[src/design/ffha_pkg.sv]
`default_nettype none

package ffha_pkg;

    localparam int HEAP_BYTES_DEF        = 8192;
    localparam int HEADER_BYTES_DEF      = 32;
    localparam int MIN_PAYLOAD_BYTES_DEF = 4;
    localparam int MAX_BLOCKS_DEF        = 256;

    typedef enum logic [1:0] {
        CMD_INIT  = 2'd0,
        CMD_ALLOC = 2'd1,
        CMD_FREE  = 2'd2,
        CMD_COUNT = 2'd3
    } cmd_e;

    typedef enum logic [2:0] {
        OP_HOLD   = 3'd0,
        OP_ROTATE = 3'd1,
        OP_WRITE  = 3'd2,
        OP_RESIZE = 3'd3,
        OP_INSERT = 3'd4,
        OP_DELETE = 3'd5
    } op_kind_e;

    typedef struct packed {
        logic [15:0] size;
        logic        free;
        logic [7:0]  owner;
    } entry_t;

    typedef struct packed {
        cmd_e        command;
        logic [15:0] size;
        logic [15:0] address;
        logic [7:0]  task_id;
    } in_t;

    typedef struct packed {
        logic        status;
        logic [15:0] block_address;
        logic [8:0]  small_count;
    } out_t;

endpackage

`default_nettype wire

[src/design/ffha_cell.sv]
`default_nettype none

module ffha_cell #(
    parameter int             IW  = 8,
    parameter logic [IW-1:0]  POS = '0
) (
    input  wire logic              clk,
    input  wire ffha_pkg::op_kind_e op_kind,
    input  wire logic [IW-1:0]     op_idx,
    input  wire ffha_pkg::entry_t  op_data,
    input  wire ffha_pkg::entry_t  left_entry,
    input  wire ffha_pkg::entry_t  right_entry,
    output ffha_pkg::entry_t       entry
);

    ffha_pkg::entry_t entry_reg;
    ffha_pkg::entry_t entry_next;

    always_comb
    begin
        entry_next = entry_reg;
        unique case (op_kind)
            ffha_pkg::OP_HOLD:   entry_next = entry_reg;
            ffha_pkg::OP_ROTATE: entry_next = right_entry;
            ffha_pkg::OP_WRITE:
            begin
                if (op_idx == POS) entry_next = op_data;
            end
            ffha_pkg::OP_RESIZE:
            begin
                if (op_idx == POS) entry_next.size = op_data.size;
            end
            ffha_pkg::OP_INSERT:
            begin
                if (POS > op_idx)       entry_next = left_entry;
                else if (POS == op_idx) entry_next = op_data;
            end
            ffha_pkg::OP_DELETE:
            begin
                if (POS >= op_idx) entry_next = right_entry;
            end
            default: entry_next = entry_reg;
        endcase
    end

    // descriptor payload, no reset
    always_ff @(posedge clk)
    begin
        entry_reg <= entry_next;
    end

    assign entry = entry_reg;

endmodule

`default_nettype wire

[config.mk]
export PLATFORM = sky130hd
export DESIGN_NAME = ffha_cell
export DESIGN_NICKNAME = d
export VERILOG_FILES = /design/src/design/ffha_pkg.sv /design/src/design/ffha_cell.sv
export SDC_FILE = /design/constraint.sdc
export NUM_CORES = 1
export LEC_CHECK = 0
export BUFFER_PORTS_ARGS = -buffer_cell sky130_fd_sc_hd__buf_2
export CAP_MARGIN = 15
export CORE_ASPECT_RATIO = 0.7
export CORE_MARGIN = 2
export CORE_UTILIZATION = 44
export DETAILED_ROUTE_END_ITERATION = 12
export PLACE_DENSITY = 0.84
export SLEW_MARGIN = 20
export SYNTH_ARGS = -nofsm -noshare
export SYNTH_HDL_FRONTEND = slang
export SYNTH_SLANG_ARGS = --single-unit
[constraint.sdc]
create_clock -name clk -period 5.99 [get_ports clk]
set_input_delay 0.2995 -clock clk [delete_from_list [all_inputs] [get_ports clk]]
set_output_delay 0.2995 -clock clk [all_outputs]
set_load 0.005 [all_outputs]
# [Yosys cells after proc, flatten, opt, wreduce, memory -nomap -nowiden]
# Cells that the tools add are included.
[totals] regBits=25 output_inout_bits=25
[op_classes] order_cmp=2 eq_ne=7 n_mux=6 reduce_logical=5
[ops] op="16-bit one-hot mux with 5 select lines" count=1
[ops] op="25-bit two-way mux" count=3
[ops] op="9-bit one-hot mux with 4 select lines" count=1
[ops] op="16-bit two-way mux" count=1
[ops] op="1-bit by 8-bit >= comparator with 1-bit output (first input constant)" count=1
[ops] op="1-bit by 8-bit greater-than comparator with 1-bit output (first input constant)" count=1
[ops] op="8-bit logical NOT" count=1
[ops] op="3-bit by 2-bit equality test with 1-bit output (second input constant)" count=2
[ops] op="3-bit equality test (second input constant)" count=2
[ops] op="5-bit nonzero test" count=1
[ops] op="2-bit inequality test (second input constant)" count=2
[ops] op="4-bit nonzero test" count=1
[ops] op="3-bit by 1-bit equality test with 1-bit output (second input constant)" count=1
[ops] op="3-bit AND reduction" count=1
[ops] op="2-bit AND reduction" count=1

# [Longest topological paths before layout]
[logic_depth] depth_word=4 ltp_mapped=6

# [Worst setup path after synthesis]
# No wires, ideal clock.
[synth_timing] path_kind="input to register" from="input port op_idx[4]" to="register entry_reg (netlist bit entry[10]) (enable)" arrival_ns=1.885 required_ns=5.596 setup_slack_ns=3.711 stages=4 path_buffers=0 cell_sequence="nor4_2 > nand2_2 > a31o_2 > a21oi_1"
[synth_between] elab_chain_cells=3 word_cells_on_any_way=5 cone_classes="order compare (1); eq/ne (2); reduce/logical (2)"
[synth_rtl] item="start: declaration" line="ffha_cell.sv:9" rtl="input wire logic [IW-1:0] op_idx,"
[synth_rtl] item="1-bit by 8-bit >= comparator with 1-bit output / 8-bit logical NOT (equally long branches)"
[synth_rtl] item="2-bit inequality test (no source line)"
[synth_rtl] item="3-bit AND reduction (no source line) (*)"
[synth_rtl] item="end signal: assignment" line="ffha_cell.sv:49" rtl="entry_reg <= entry_next;"
[synth_rtl] item="end: declaration" line="ffha_cell.sv:16" rtl="ffha_pkg::entry_t entry_reg;"
# Mark *: on every way between the ends. The rest lies on a longest branch, timed or not.
# A chain may end at the register's enable or synchronous reset.

# [Worst setup path in the final report]
[layout_timing] from="input port op_idx[4]" to="register entry_reg (netlist bit entry[13]) (enable)"
# The elaborated chain is that of the path after synthesis.

==> summary.md <==
| Metric | Value |
|---|---|
| Outcome | `finished clean` |
| Simple-gate share of the synthesized area | `0.0633` |
| I/O Buffers | `86` |
| CTS tree | `yes` |
| Drt initial violations | `approximately 100` |
| Nets | `~310` |
| Main synth FF type | `edfxtp_1` |
| Most frequent cells in the layout | `86 x buf_2, 25 x mux2i_1, 25 x edfxtp_1` |
| Largest register FFs | `25` |
| Setup WS post-layout | `between 3000 and 4000 ps` |
| Met3 Use GR | `0.0468` |
| Worst path required time | `about 6000 ps` |
| Final Hold Vio Count | `0` |
| GPL Wtd Cong | `around 0.76` |
| Clock sink count | `25` |
| Peak supply drop | `~0.13 mV` |
| Tightest Pin Transition | `930 ps` |
| Total Die Area | `a little over 4000 um2` |
| Clock Skew | `0 ps` |
| GRT Overall Usage | `0.216` |
| Starting Density | `0.453` |
| PostCTS Resize Cnt | `0` |
| Global Route met2 Usage | `0.375` |
| Xor/xnor share of the synthesized area | `0.00554` |
| Die width | `around 76 um` |
| Worst setup EP type | `flip-flop` |
| Critical R2R Launch | `entry[16]$_DFFE_PP_` |
| Layout cells sized above 1 | `0.434` |
| Worst-path clk slew | `approximately 90 ps` |
| Skew-Pair Late Insertion Delay | `around 260 ps` |
| Worst R2R Setup Slack | `approximately 5000 ps` |
| Endpoints failing setup | `0` |
| Post CTS Setup Buffer Count | `0` |
| Syn Nets | `about 230` |
| Adder-cell share of the synthesized area | `0` |
| Worst EP arrival | `approximately 2400 ps` |
| Fmax | `between 400 and 500 MHz` |
| Area growth from synthesis to layout | `29.4%` |
| Critical path's slowest cell | `a21oi_2` |
| DR WL/cell | `15.9 um` |
| Vias in the first global route | `between 1000 and 1500` |
| First-pass GRT wire length | `6.55 mm` |
| Power Density | `206 nW/um2` |
| Post-Synthesis Cells | `~150` |
| Max-slew violation count | `0` |
| Antenna violations before repair | `0` |
| Core area | `3490 um2` |
| RSZ-0062 raised after global routing | `false` |
| Via/cell ratio | `approximately 5.8` |
| Commonest non-fill, non-tap cell in the layout | `buf_2` |
| # DRC | `0` |
| Row cnt | `18` |
| Reg2Reg Depth | `2` |
| Hold slack | `slightly above 300 ps` |
| Syn Area/Cell | `approximately 11 um2` |
| TNS Setup | `0 ps` |
| R2R Path End | `entry[16]$_DFFE_PP_` |
| Netlist Area Pre-Place | `~1600 um2` |
| Grt ovf | `0` |
| Final wirelength | `4.32 mm` |
| Clock buffer depth | `2` |
| Hold-fix buffer count after cts | `0` |
| Cell-by-cell trace of the critical path | `buf_2 > nor4_2 > nand2_2 > a31o_2 > a21oi_2` |
| Routing usage on met1 | `0.285` |
| Final Cycle Share | `0.413` |
| DR pass1 iterations | `4` |
| FFs w/ async S/R, synth | `0` |
| Max Cap Viol | `0` |
| Pin count of the biggest net entering global routing | `35` |
| Min Tclk post-route | `2470 ps` |
| Total power | `~420 uW` |
| CP Launch Type | `input port` |
| IO Count | `roughly 110` |
| Root buf cell | `clkbuf_8` |
| DPL Wire Length | `2.99 mm` |
| Leakage power | `1.00 nW` |
| CP peak stage delay | `about 700 ps` |
| Post-synth EDFFs | `25` |
| Most used routing layer | `met2` |
| Antenna Cells | `0` |
| Worst Setup EP | `entry[13]$_DFFE_PP_` |
| Crit path from | `op_idx[4]` |
| CTS buffer count | `3` |
| Slew Limit Headroom | `0.380` |
| Compound-Gate Fraction of Synth Area | `0.244` |
| Dpl ws | `~3200 ps` |
| Post-synthesis mux area share | `0.158` |
| Detail Route Antenna Nets | `0` |
| Syn. warnings | `0` |
| Die Ht | `54.2 um` |
| CP Max Fanout | `27` |
| Largest family of logic cells by synthesized area | `compound AO/OA/AOI/OAI gates` |
| Hold crit path type | `in -> reg` |
| Sequential element share of the synthesized area | `0.475` |
| FF+latch count, synth | `25` |
| Unique masters post-synth | `23` |
| DR vias | `1560` |
| Worst setup path category | `in -> reg` |
| H-tree Lvls | `1` |
## Yosys cell counts (2+ instances only)
cell | count | area (um2)
edfxtp_1 | 25 | 751
mux2i_1 | 25 | 250
nor4_2 | 2 | 25.0
o21ai_1 | 4 | 20.0
nand2b_1 | 2 | 12.5
clkbuf_1 | 7 | 26.3
clkbuf_2 | 2 | 10.0
buf_6 | 2 | 22.5
nor2_1 | 3 | 11.3
nand2_1 | 9 | 33.8
a221oi_1 | 16 | 140
a21oi_1 | 17 | 85.1
buf_2 | 3 | 15.0
o21ai_0 | 5 | 25.0
o22ai_1 | 16 | 100
## critical path: cells and delay by family
family	cells	cell delay, ps
and+or+nand+nor	2	800
buffers and inverters	1	100
AOI/OAI and AO/OA	2	1150
## per-stage QoR
stage,util,area (um2),std cells
final,0.586,2050,271
after floorplan,-,1580,146
after global placement,0.572,2000,267
after CTS,0.586,2040,271
after detailed placement,0.573,2000,267
after global routing,0.586,2050,271
## cells by family after synthesis
kind of cell / count (synthesis)
DFF: 25
muxes: 25
buffers and inverters: 16
xor gates and xnor gates: 1
AOI/OAI and AO/OA: 60
and+or+nand+nor: 19
## layer usage
layer / wire, um / part of all wire / vias up
met5: 0 / 0 / -
met4: 19 / 0.0044 / 0
met3: 368 / 0.085 / 2
met2: 1950 / 0.45 / 77
met1: 1980 / 0.46 / 742
li1: - / - / 739
## how the worst min path moves through the flow
stage	start	endpoint	slack, ps	depth (start not counted)
after detailed placement	right_entry[3]	entry[3]$_DFFE_PP_	580	3
after CTS	right_entry[3]	entry[3]$_DFFE_PP_	300	3
after floorplan	right_entry[0]	entry[0]$_DFFE_PP_	490	2
final	right_entry[3]	entry[3]$_DFFE_PP_	310	3
after global placement	right_entry[5]	entry[5]$_DFFE_PP_	580	3
after global routing	right_entry[8]	entry[8]$_DFFE_PP_	310	3
## area by class of cell
| class | instances | area, um2 |
|---|---|---|
| multi-input combinational | 105 | 754 |
| fill | 300 | 1440 |
| clock buffer | 4 | 45.0 |
| inverter | 1 | 3.75 |
| timing repair buffer | 86 | 430 |
| sequential | 25 | 751 |
| tap | 50 | 62.6 |
## power by group
group	internal [mW]	total [mW]	switching, mW
clock	0.0475	0.0992	0.0517
combinational	0.0464	0.0994	0.0529
sequential	0.216	0.223	0.00790
Power figures use the tool's default switching activity.
